==> src/design/fisa_pkg.sv <==
// Package for the free index stack allocator.
// Holds field widths, the action and command codes, the controller states and
// the status bundle shared by the controller and the datapath. No dependencies.
package fisa_pkg;

   localparam int IDX_W  = 6;   // slot index width
   localparam int CNT_W  = 7;   // free count and capacity width
   localparam int ACT_W  = 2;   // action code width
   localparam int REQ_W  = 8;   // req_tdata width
   localparam int RSP_W  = 16;  // rsp_tdata width
   localparam int CSR_AW = 3;   // csr_paddr width
   localparam int CSR_DW = 32;  // csr data width

   localparam logic [CNT_W-1:0] CAP_RESET = 7'd64;

   // Register word indexes (byte address divided by four).
   localparam logic [CSR_AW-3:0] REG_SLOT_CAPACITY = 1'b0;

   typedef enum logic [ACT_W-1:0] {
      ACT_ALLOC  = 2'd0,
      ACT_FREE   = 2'd1,
      ACT_REFILL = 2'd2,
      ACT_CLEAR  = 2'd3
   } action_type;

   // Commands from the controller to the datapath.
   typedef enum logic [2:0] {
      OP_NONE,
      OP_POP,             // decrement count and issue the stack read
      OP_POP_DONE,        // capture the read data into the result register
      OP_PUSH,            // write the freed index on top and report
      OP_REFUSE,          // report a refused action, state unchanged
      OP_CLEAR,           // empty the stack and report
      OP_FILL_STEP,       // write one refill entry
      OP_FILL_LAST        // write the last refill entry and set the count
   } op_type;

   typedef enum logic [1:0] {
      ST_INIT_FILL,
      ST_IDLE,
      ST_POP,
      ST_FILL
   } state_type;

   typedef struct packed {
      action_type action;     // action of the item on the input
      logic       alloc_ok;   // stack holds at least one index
      logic       free_ok;    // room on the stack and index below capacity
      logic       cap_zero;   // effective capacity is zero
      logic       fill_last;  // refill pointer at the last entry
      logic       rsp_room;   // result register empty or being taken
   } status_type;

endpackage

==> src/design/fisa_ram.sv <==
// Generic single-port RAM with registered read data.
// Used for the free index stack. No dependencies.
module fisa_ram #(
   parameter int WIDTH = 6,
   parameter int DEPTH = 64
) (
   input  logic                     clock,
   input  logic                     we,
   input  logic [$clog2(DEPTH)-1:0] addr,
   input  logic [WIDTH-1:0]         wdata,
   output logic [WIDTH-1:0]         rdata
);

   logic [WIDTH-1:0] mem [DEPTH];
   logic [WIDTH-1:0] rdata_ff;

   always_ff @(posedge clock) begin
      if (we) begin
         mem[addr] <= wdata;
      end
      rdata_ff <= mem[addr];
   end

   assign rdata = rdata_ff;

endmodule

==> src/design/fisa_ctrl.sv <==
// Controller state machine for the free index stack allocator.
// Depends on fisa_pkg; drives commands to fisa_datapath from its status.
module fisa_ctrl
   import fisa_pkg::*;
(
   input  logic       clock,
   input  logic       reset,
   input  logic       req_valid,
   output logic       req_ready,
   input  status_type status,
   output op_type     op
);

   state_type state_ff;
   state_type state_in;

   always_ff @(posedge clock) begin
      if (reset) begin
         state_ff <= ST_INIT_FILL;
      end else begin
         state_ff <= state_in;
      end
   end

   always_comb begin
      state_in  = state_ff;
      op        = OP_NONE;
      req_ready = 1'b0;
      case (state_ff)
         ST_INIT_FILL: begin
            // The power-up refill writes the stack but sends no result.
            if (status.fill_last) begin
               op       = OP_FILL_LAST;
               state_in = ST_IDLE;
            end else begin
               op = OP_FILL_STEP;
            end
         end
         ST_IDLE: begin
            req_ready = status.rsp_room;
            if (req_valid && status.rsp_room) begin
               case (status.action)
                  ACT_ALLOC: begin
                     if (status.alloc_ok) begin
                        op       = OP_POP;
                        state_in = ST_POP;
                     end else begin
                        op = OP_REFUSE;
                     end
                  end
                  ACT_FREE: begin
                     op = status.free_ok ? OP_PUSH : OP_REFUSE;
                  end
                  ACT_REFILL: begin
                     // An empty pool refills to nothing, which is a clear.
                     if (status.cap_zero) begin
                        op = OP_CLEAR;
                     end else begin
                        state_in = ST_FILL;
                     end
                  end
                  ACT_CLEAR: begin
                     op = OP_CLEAR;
                  end
                  default: begin
                     op = OP_REFUSE;
                  end
               endcase
            end
         end
         ST_POP: begin
            op       = OP_POP_DONE;
            state_in = ST_IDLE;
         end
         ST_FILL: begin
            if (status.fill_last) begin
               op       = OP_FILL_LAST;
               state_in = ST_IDLE;
            end else begin
               op = OP_FILL_STEP;
            end
         end
         default: begin
            state_in = ST_IDLE;
         end
      endcase
   end

endmodule

==> src/design/fisa_datapath.sv <==
// Datapath of the free index stack allocator: capacity register, stack
// memory, count, refill pointer and result register.
// Depends on fisa_pkg and fisa_ram; commanded by fisa_ctrl.
module fisa_datapath
   import fisa_pkg::*;
#(
   parameter int STORE_DEPTH = 64
) (
   input  logic              clock,
   input  logic              reset,
   // command and status
   input  op_type            op,
   input  logic              fill_respond,
   output status_type        status,
   // input item fields
   input  logic [ACT_W-1:0]  action,
   input  logic [IDX_W-1:0]  freed_index,
   // result register
   output logic              rsp_valid,
   input  logic              rsp_ready,
   output logic              ok,
   output logic [IDX_W-1:0]  granted_index,
   output logic [CNT_W-1:0]  free_count,
   // capacity register access
   input  logic              cap_we,
   input  logic [CNT_W-1:0]  cap_wdata,
   output logic [CNT_W-1:0]  slot_capacity
);

   localparam int ADDR_W    = $clog2(STORE_DEPTH);
   localparam int CAP_LIMIT = (STORE_DEPTH > 127) ? 127 : STORE_DEPTH;

   logic [CNT_W-1:0]  cap_ff, cap_in;
   logic [CNT_W-1:0]  count_ff, count_in;
   logic [CNT_W-1:0]  fill_idx_ff, fill_idx_in;
   logic              rsp_valid_ff, rsp_valid_in;
   logic              ok_ff, ok_in;
   logic [IDX_W-1:0]  granted_ff, granted_in;
   logic [CNT_W-1:0]  rcount_ff, rcount_in;

   logic [CNT_W-1:0]  eff_cap;
   logic              ram_we;
   logic [ADDR_W-1:0] ram_addr;
   logic [IDX_W-1:0]  ram_wdata;
   logic [IDX_W-1:0]  ram_rdata;
   logic              fill_write;

   // The capacity saturates at the store depth.
   assign eff_cap = (int'(cap_ff) > CAP_LIMIT) ? CNT_W'(CAP_LIMIT) : cap_ff;

   assign status.action    = action_type'(action);
   assign status.alloc_ok  = (count_ff != '0) && (int'(count_ff) <= STORE_DEPTH);
   assign status.free_ok   = (count_ff < eff_cap) && ({1'b0, freed_index} < eff_cap);
   assign status.cap_zero  = (eff_cap == '0);
   assign status.fill_last = (fill_idx_ff == eff_cap - 7'd1);
   assign status.rsp_room  = !rsp_valid_ff || rsp_ready;

   assign fill_write = (op == OP_FILL_STEP) || (op == OP_FILL_LAST);

   always_comb begin
      ram_we    = 1'b0;
      ram_addr  = '0;
      ram_wdata = '0;
      case (op)
         OP_POP: begin
            ram_addr = ADDR_W'(count_ff - 7'd1);
         end
         OP_PUSH: begin
            ram_we    = 1'b1;
            ram_addr  = ADDR_W'(count_ff);
            ram_wdata = freed_index;
         end
         OP_FILL_STEP, OP_FILL_LAST: begin
            ram_we    = 1'b1;
            ram_addr  = ADDR_W'(fill_idx_ff);
            ram_wdata = IDX_W'(eff_cap - 7'd1 - fill_idx_ff);
         end
         default: begin
            ram_we = 1'b0;
         end
      endcase
   end

   fisa_ram #(
      .WIDTH (IDX_W),
      .DEPTH (STORE_DEPTH)
   ) u_stack (
      .clock (clock),
      .we    (ram_we),
      .addr  (ram_addr),
      .wdata (ram_wdata),
      .rdata (ram_rdata)
   );

   always_comb begin
      cap_in       = cap_we ? cap_wdata : cap_ff;
      count_in     = count_ff;
      fill_idx_in  = fill_write ? fill_idx_ff + 7'd1 : fill_idx_ff;
      rsp_valid_in = rsp_valid_ff && !rsp_ready;
      ok_in        = ok_ff;
      granted_in   = granted_ff;
      rcount_in    = rcount_ff;
      case (op)
         OP_POP: begin
            count_in = count_ff - 7'd1;
         end
         OP_POP_DONE: begin
            rsp_valid_in = 1'b1;
            ok_in        = 1'b1;
            granted_in   = ram_rdata;
            rcount_in    = count_ff;
         end
         OP_PUSH: begin
            count_in     = count_ff + 7'd1;
            rsp_valid_in = 1'b1;
            ok_in        = 1'b1;
            granted_in   = '0;
            rcount_in    = count_ff + 7'd1;
         end
         OP_REFUSE: begin
            rsp_valid_in = 1'b1;
            ok_in        = 1'b0;
            granted_in   = '0;
            rcount_in    = count_ff;
         end
         OP_CLEAR: begin
            count_in     = '0;
            rsp_valid_in = 1'b1;
            ok_in        = 1'b1;
            granted_in   = '0;
            rcount_in    = '0;
         end
         OP_FILL_LAST: begin
            count_in    = eff_cap;
            fill_idx_in = '0;
            if (fill_respond) begin
               rsp_valid_in = 1'b1;
               ok_in        = 1'b1;
               granted_in   = '0;
               rcount_in    = eff_cap;
            end
         end
         default: begin
            count_in = count_ff;
         end
      endcase
   end

   always_ff @(posedge clock) begin
      if (reset) begin
         cap_ff       <= CAP_RESET;
         count_ff     <= '0;
         fill_idx_ff  <= '0;
         rsp_valid_ff <= 1'b0;
      end else begin
         cap_ff       <= cap_in;
         count_ff     <= count_in;
         fill_idx_ff  <= fill_idx_in;
         rsp_valid_ff <= rsp_valid_in;
      end
      ok_ff      <= ok_in;
      granted_ff <= granted_in;
      rcount_ff  <= rcount_in;
   end

   assign rsp_valid     = rsp_valid_ff;
   assign ok            = ok_ff;
   assign granted_index = granted_ff;
   assign free_count    = rcount_ff;
   assign slot_capacity = cap_ff;

endmodule

==> src/design/free_index_stack_allocator_core.sv <==
// Top level of the free index stack allocator.
// Depends on fisa_pkg, fisa_ctrl, fisa_datapath and fisa_ram.
//
//   Channel   Ports          Direction  Item contents
//   -------   -----          ---------  -------------------------------------
//   request   req_t*         in         action, freed_index
//   response  rsp_t*         out        ok, granted_index, free_count
//   config    csr_p*         in/out     slot_capacity at byte address 0
//
// A free, a clear or a refused action is done in the idle state; an allocate
// also passes through ST_POP, because the stack memory has a registered read
// port. A refill accepts the item and then writes one stack entry per cycle
// up to the effective capacity before its result is ready.
// After reset the block runs the same refill pass (over the default capacity
// of 64, or the store depth if smaller) and accepts no item until it ends.
// Items are handled one at a time; a new item is taken as soon as the result
// register is empty or being taken, so a stalled response holds the request
// side only while the result waits.
module free_index_stack_allocator_core
   import fisa_pkg::*;
#(
   parameter int STORE_DEPTH = 64
) (
   input  logic              clock,
   input  logic              reset,
   // request channel
   input  logic              req_tvalid,
   output logic              req_tready,
   input  logic [REQ_W-1:0]  req_tdata,    // [1:0] action, [7:2] freed_index
   // response channel
   output logic              rsp_tvalid,
   input  logic              rsp_tready,
   output logic [RSP_W-1:0]  rsp_tdata,    // [0] ok, [6:1] granted_index,
                                           // [13:7] free_count, [15:14] zero
   // configuration port
   input  logic              csr_psel,
   input  logic              csr_penable,
   input  logic              csr_pwrite,
   input  logic [CSR_AW-1:0] csr_paddr,
   input  logic [CSR_DW-1:0] csr_pwdata,
   output logic [CSR_DW-1:0] csr_prdata,
   output logic              csr_pready
);

   status_type       status;
   op_type           op;
   logic             fill_respond;
   logic             cap_we;
   logic             cap_sel;
   logic             ok;
   logic [IDX_W-1:0] granted_index;
   logic [CNT_W-1:0] free_count;
   logic [CNT_W-1:0] slot_capacity;

   // The config port never waits. Only word index zero holds a register;
   // writes elsewhere are dropped and reads elsewhere return zero.
   assign csr_pready = 1'b1;
   assign cap_sel    = (csr_paddr[CSR_AW-1:2] == REG_SLOT_CAPACITY);
   assign cap_we     = csr_psel && csr_penable && csr_pwrite && cap_sel;
   assign csr_prdata = cap_sel ? {{(CSR_DW-CNT_W){1'b0}}, slot_capacity} : '0;

   fisa_ctrl u_ctrl (
      .clock     (clock),
      .reset     (reset),
      .req_valid (req_tvalid),
      .req_ready (req_tready),
      .status    (status),
      .op        (op)
   );

   // Only a refill that came in as an item produces a result; the power-up
   // pass completes silently. The refill pass after reset is the only one
   // that starts without an accepted item, so a flag set by reset and
   // cleared at the end of that pass tells the two apart.
   logic init_ff, init_in;

   always_comb begin
      init_in = init_ff;
      if (op == OP_FILL_LAST) begin
         init_in = 1'b0;
      end
   end

   always_ff @(posedge clock) begin
      if (reset) begin
         init_ff <= 1'b1;
      end else begin
         init_ff <= init_in;
      end
   end

   assign fill_respond = !init_ff;

   fisa_datapath #(
      .STORE_DEPTH (STORE_DEPTH)
   ) u_datapath (
      .clock         (clock),
      .reset         (reset),
      .op            (op),
      .fill_respond  (fill_respond),
      .status        (status),
      .action        (req_tdata[ACT_W-1:0]),
      .freed_index   (req_tdata[ACT_W+IDX_W-1:ACT_W]),
      .rsp_valid     (rsp_tvalid),
      .rsp_ready     (rsp_tready),
      .ok            (ok),
      .granted_index (granted_index),
      .free_count    (free_count),
      .cap_we        (cap_we),
      .cap_wdata     (csr_pwdata[CNT_W-1:0]),
      .slot_capacity (slot_capacity)
   );

   assign rsp_tdata = {{(RSP_W-1-IDX_W-CNT_W){1'b0}}, free_count, granted_index, ok};

endmodule
==> config.mk <==
export PLATFORM = sky130hd
export DESIGN_NAME = free_index_stack_allocator_core
export DESIGN_NICKNAME = d
export VERILOG_FILES = /design/src/design/fisa_pkg.sv /design/src/design/fisa_ram.sv /design/src/design/fisa_ctrl.sv /design/src/design/fisa_datapath.sv /design/src/design/free_index_stack_allocator_core.sv
export SDC_FILE = /design/constraint.sdc
export NUM_CORES = 1
export LEC_CHECK = 0
export ABC_CLOCK_PERIOD_IN_PS = 5100
export BUFFER_PORTS_ARGS = -buffer_cell sky130_fd_sc_hd__buf_2
export CAP_MARGIN = 10
export CORE_MARGIN = 2
export CORE_UTILIZATION = 40
export CTS_CLUSTER_SIZE = 12
export DETAILED_ROUTE_END_ITERATION = 6
export GPL_ROUTABILITY_DRIVEN = 0
export HOLD_SLACK_MARGIN = 0.12
export PLACE_DENSITY = 0.68
export SYNTH_ARGS = -nofsm -noshare
export SYNTH_HDL_FRONTEND = slang
export SYNTH_SLANG_ARGS = --single-unit
==> constraint.sdc <==
create_clock -name clock -period 5.1 [get_ports clock]
set_input_delay 1.275 -clock clock [delete_from_list [all_inputs] [get_ports clock]]
set_output_delay 1.275 -clock clock [all_outputs]
set_load 0.01 [all_outputs]
==> reports/results.ini, run 1 <==
[run_status]
outcome = completed

[floorplanning]
start_util_pct = 40.8
dieArea_um2 = 48200
num_rows = 78
io_pins = 101
fp.dieH_um = 220
core-area_um2 = 45600
dieWidth_um = 220

[layout]
layout.nets = 1662
area_growth_pct = 18.9
antenna_cells = 0
finalCoreUtilization_pct = 48.5
final_cell_count_no_fill = 2215
drive_gt1_share_pct = 22.4
fillerInstances = 3864

[critical_path]
r2r_end = u_datapath.u_stack.mem[46][4]$_DFFE_PP_
crit_start = u_datapath.slot_capacity[0]$_SDFFE_PP0P_
cp-start-kind = flop
cp_data_required_time_ns = 5.39
worstPathMaxFanout = 27
reg2reg_slack_ns = 0.18
worstRegToRegCells = 16
crit_type = flop to flop
cp_data_arrival_time_ns = 5.21
r2r_start = u_datapath.slot_capacity[0]$_SDFFE_PP0P_
crit_path_end_kind = flop

[timing]
finalClockSkew_ns = 0.0135
fmax_mhz = 203
worst_pin_slew_ns = 1.26
rsz0062_at_grt = true
hold_viol = 0
maxSlewViolCount = 0
setup_tns_ns = 0
report.final.setup_viol = 0
fin_crit_ns = 4.92
post-route-period-util_pct = 96.4
max_slew_margin_pct = 15.4

[global_routing]
grt_start_max_net_pins = 45
grt.total_usage_pct = 22.5
grt_pass1_wl_um = 80000
grt_pass1_vias = 12700
antenna_found_initial = 1
overflow = 0

[synthesis]
syn_area_um2 = 18600
netlist_top_cells_area = edfxtp_1, dfxtp_1, nor2_1, a22oi_1, nand2_1
synth_simple_gate_area_share_pct = 10.4
yosysMostFrequentCell = edfxtp_1
synth_mux_area_share_pct = 3.07
yosysTopAreaCellShare_pct = 64.3
synth-xor-area-share_pct = 1.13
synth.distinct_cells = 87
synthTopCellsByCount = edfxtp_1, nor2_1, nand2_1, a21oi_1, a22oi_1
ys_ff_latch = 429
synth_top_family_by_area = compound AO/OA/AOI/OAI gates
postSynthCellCount = 1375
synth_edf_count = 398
ys.flop_type = edfxtp_1
yosysWarnings = 0
synthAdderAreaFrac_pct = 1.79
synthArstFlopShare_pct = 0
synth_compound_area_share_pct = 12.6
synth_area_per_cell_um2 = 13.5
yosysSeqAreaShare_pct = 67.7
synth.largest_area_cell = edfxtp_1

[clock_network]
numCtsBuffers = 45
clk_pin_slew_ns = 0.06
clock-sinks = 429
post_cts_buffers = 0
cts_tree = built
htreeDepth = 2
cts-root-buf = clkbuf_16
cts_resized = 0
hold_buffers = 0
clk_latency_ns = 0.58
cts_max_path_buffers = 3

[place]
dpl.cell_count = 2139
io_buffers = 45
dp_hpwl_um = 37100

[min_path]
hold_depth = 1
hp-class = flop to flop
whs_endpoint = init_ff$_SDFFE_PP1N_
hold_start = init_ff$_SDFFE_PP1N_

[routing]
drt_pass1_iterations = 5
wl_per_cell_um = 24.4
final_antenna_net_count = 0
avgViaCountPerCell = 5.94
vias = 13200
wl_um = 54100
drt_iter0_drc = 1886
route.detailed.drc = 0

[pwr]
p_per_area_nw_per_um2 = 340
vdd_ir_drop_max_v = 0.000249
p_leak_nw = 7.92

[job]
max_cap_violations = 0

[sequential cells by signal, summed over array words and instances (netlist names)]
| register | flops |
|---|---|
| u_datapath.ok | 1 |
| u_datapath.u_stack.mem | 384 |
| u_datapath.fill_idx_ff | 7 |
| u_datapath.count_ff | 7 |
| u_datapath.slot_capacity | 7 |
| u_datapath.rsp_valid | 1 |
| u_datapath.granted_index | 6 |
| u_ctrl.state_ff | 2 |
| init_ff | 1 |
| u_datapath.free_count | 7 |
| u_datapath.u_stack.rdata | 6 |
[worst max-delay path by stage]
| stage | to | slack, ns | depth (start not counted) |
|---|---|---|---|
| finish | u_datapath.u_stack.mem[46][4]$_DFFE_PP_ | 0.18 | 16 |
| floorplan | u_datapath.u_stack.mem[0][4]$_DFFE_PP_ | 0.01 | 10 |
| global route | u_datapath.u_stack.mem[46][3]$_DFFE_PP_ | 0.02 | 17 |
| CTS | u_datapath.u_stack.mem[20][1]$_DFFE_PP_ | 0.18 | 16 |
| global placement | u_datapath.u_stack.rdata[4]$_DFF_P_ | -0.12 | 14 |
| detailed placement | u_datapath.u_stack.rdata[5]$_DFF_P_ | -0.14 | 14 |
[per-layer routing]
| metal | share of wire [%] | wire length (um) | GRT usage [%] |
|---|---|---|---|
| met5 | 0 | 0 | 0 |
| met2 | 47 | 25400 | 36.5 |
| met3 | 9.9 | 5340 | 4.89 |
| met4 | 3.7 | 1990 | 8.20 |
| met1 | 40 | 21400 | 29.9 |
[metrics by stage]
| stage | hold WS [ns] | worst slack (ns) | total power, mW | cell area, um^2 |
|---|---|---|---|---|
| 3_5_place_dp | 0.444 | -0.143 | 4.53 | 20800 |
| 6_report | 0.458 | 0.184 | 7.51 | 22100 |
| 5_1_grt | 0.476 | 0.0200 | 7.71 | 22100 |
| 3_3_place_gp | 0.433 | -0.123 | 4.52 | 20800 |
| 4_1_cts | 0.458 | 0.176 | 7.52 | 22100 |
| 2_1_floorplan | 0.426 | 0.00978 | 4.27 | 18700 |
[power by group]
part / internal (mW) / switching, mW / total, mW / leakage, nW
Sequential: 3.88 / 0.0131 / 3.90 / 3.98
Clock: 1.73 / 1.32 / 3.04 / 0.645
Combinational: 0.198 / 0.376 / 0.574 / 3.30
[layout by cell type, fill, tap and decap left out, types with 14 or more instances in the layout]
cell       count
nor2_1       115
ha_1          25
nor3_1        17
buf_2         45
mux2_2        32
a31oi_1       14
nand2_1      109
edfxtp_1     398
clkbuf_1      15
nand3_1       28
mux2i_1       21
buf_4        181
and3_1        33
conb_1        28
dfxtp_1       31
o21ai_0       27
a22o_1        14
a22oi_1       57
a221oi_1      22
xnor2_1       16
clkbuf_16     47
inv_1         19
a21oi_1       75
[area by class of cell]
| cell class | instances | area [um^2] | share of cell area (%) |
|---|---|---|---|
| timing repair buffer | 235 | 1760 | 7.98 |
| inverter | 20 | 75.1 | 0.340 |
| clock buffer | 62 | 1230 | 5.58 |
| sequential | 429 | 12600 | 56.9 |
| multi-input combinational | 855 | 5610 | 25.4 |
| clock inverter | 14 | 93.8 | 0.425 |
| tap | 600 | 751 | 3.40 |
[worst max-delay path: stages, from the launching register on]
cell and delay (ns):
dfxtp_1 0.49, nand2_1 0.27, ha_1 0.34, nand3_1 0.12, xnor2_1 0.10, ha_1 0.35, and3_1 0.16, nand3_1 0.20
nor3_4 0.44, o32a_1 0.35, nor2_4 0.11, buf_12 0.21, nor3_2 0.25, buf_4 0.29, nand2_1 0.42, nor2_1 0.30
buf_4 0.19
[cell families after synthesis]
| kind of cell | count (synthesis) |
|---|---|
| fa+ha+maj | 26 |
| mux | 53 |
| buf+inv | 117 |
| simple gates | 397 |
| other cells | 2 |
| xor+xnor | 24 |
| flops | 429 |
| compound gates | 327 |
No activity file was read; power rests on OpenSTA's default activity.
==> run 2: changes to the inputs <==
--- a/config.mk
+++ b/config.mk
@@ -6,8 +6,8 @@
 export NUM_CORES = 1
 export LEC_CHECK = 0
 export ABC_CLOCK_PERIOD_IN_PS = 5100
-export BUFFER_PORTS_ARGS = -buffer_cell sky130_fd_sc_hd__buf_2
-export CAP_MARGIN = 10
+export BUFFER_PORTS_ARGS = -buffer_cell sky130_fd_sc_hd__buf_4
+export CAP_MARGIN = 30
 export CORE_MARGIN = 2
 export CORE_UTILIZATION = 40
 export CTS_CLUSTER_SIZE = 12
==> reports/results.ini, run 2 (synthesized netlist as in run 1, its figures left out) <==
[timing]
post-route-period-util_pct = 95.4
worst_pin_slew_ns = 1.01
fin_crit_ns = 4.86
max_slew_margin_pct = 32.4
report.final.setup_viol = 0
hold_slack_ns = 0.450
fmax_mhz = 206
maxSlewViolCount = 0
finalClockSkew_ns = 0.0118
setup_ws_ns = 0.236
rsz0062_at_grt = true
setup_tns_ns = 0
hold_viol = 0

[critical_path]
slowest_stage = nor2_1
crit_start = u_datapath.slot_capacity[6]$_SDFFE_PP1P_
crit_path_end_kind = flop
worstPathMaxFanout = 9
cp-start-kind = flop
crit_chain = inv_2 -> nand2_1 -> ha_1 -> nand3_1 -> xnor2_1 -> ha_1 -> and3_1 -> nand3_1 -> nor3_4 -> o32a_1 -> nor2_4 -> nor3_4 -> buf_4 -> nand2_1 -> nor2_1
cp_data_arrival_time_ns = 5.08
crit_type = flop to flop
cp_data_required_time_ns = 5.31
r2r_start = u_datapath.slot_capacity[6]$_SDFFE_PP1P_
cp_slowest_stage_delay_ns = 0.59

[floorplanning]
io_pins = 101
fp.dieH_um = 220
core-area_um2 = 45600
dieArea_um2 = 48200
num_rows = 78
start_util_pct = 40.8
dieWidth_um = 220

[global_routing]
grt_start_max_net_pins = 35
grt.total_usage_pct = 22.5
met3_usage_pct = 4.69
grt_pass1_wl_um = 80000
busiest_layer = met2
overflow = 0
antenna_found_initial = 1
use_met2_pct = 35.6
grt_pass1_vias = 12700
gr-usage-met1_pct = 30.7

[place]
io_buffers = 45
dpl.cell_count = 2125
dp_hpwl_um = 37300
dp_slack_ns = -0.0387
placed_area_um2 = 20800

[layout]
finalCoreUtilization_pct = 48.5
area_growth_pct = 19.0
fillerInstances = 3894
antenna_cells = 0
layout.nets = 1648
fin_area_um2 = 22100
regMostFlops = u_datapath.u_stack.mem
drive_gt1_share_pct = 21.8
layout_commonest_cell = edfxtp_1
final_cell_count_no_fill = 2199
final_cell_mix = edfxtp_1, buf_4, nor2_1
largest_reg_flops = 384

[clock_network]
cts_tree = built
htreeDepth = 2
clk_latency_ns = 0.58
numCtsBuffers = 45
cts-root-buf = clkbuf_16
cts_max_path_buffers = 3
clk_pin_slew_ns = 0.06
clock-sinks = 429

[routing]
wl_per_cell_um = 24.7
wl_um = 54300
vias = 13000
route.detailed.drc = 0
final_antenna_net_count = 0
drt_iter0_drc = 1736
drt_pass1_iterations = 6
avgViaCountPerCell = 5.90

[min_path]
hp-class = flop to flop
hold_start = init_ff$_SDFFE_PP1N_

[run_status]
outcome = completed

[job]
max_cap_violations = 0

[pwr]
vdd_ir_drop_max_v = 0.000249
p_total_mw = 7.50
p_leak_nw = 7.87
p_per_area_nw_per_um2 = 339

[run 2: cell count changes in the layout (fill, tap and decap cells not counted), sizes merged]
cell,before,now
clkinv,11,12
buf,235,221
clkbuf,62,59
[run 2: final timing paths]
path | end | slack, ns | cells past startpoint
setup reg to reg | u_datapath.u_stack.mem[53][2]$_DFFE_PP_ | 0.24 | 15
setup / recovery | u_datapath.u_stack.mem[53][2]$_DFFE_PP_ | 0.24 | 15
hold reg to reg | init_ff$_SDFFE_PP1N_ | 0.45 | 1
hold / removal | init_ff$_SDFFE_PP1N_ | 0.45 | 1
[run 2: per-layer routing]
metal  vias up  share of wire (%)
met1      6385                 40
met2       760                 46
li1       5684                  -
met3       138                 10
met5         -              0.022
met4         2                3.5
[run 2: final cells by class]
type                       count  area [um^2]  share of cell area [%]
clock inverter                15          120                   0.543
tap                          600          751                    3.39
multi-input combinational    855         5610                    25.4
clock buffer                  59         1210                    5.47
inverter                      20         75.1                   0.339
sequential                   429        12600                    56.8
timing repair buffer         221         1780                    8.03
[run 2: critical path: cells and delay by family (launching register included)]
kind / cells / cell delay, ns
adders and majority gates: 2 / 0.68
and+or+nand+nor: 9 / 2.59
AOI/OAI and AO/OA: 1 / 0.36
buffers and inverters: 2 / 0.37
DFF: 1 / 0.34
xor gates and xnor gates: 1 / 0.17
[run 2: report_power, final]
group          total, mW  switching (mW)  leakage (nW)  internal, mW
Sequential          3.90          0.0135          3.98          3.88
Combinational      0.564           0.375          3.26         0.190
Clock               3.04            1.32         0.640          1.71
Total               7.50            1.71          7.87          5.78
[run 2: what timing repair did]
action	in CTS	in global routing
hold buffers	0	0
endpoints found under the setup margin	0	58
resized for setup	0	6
setup buffers	0	0
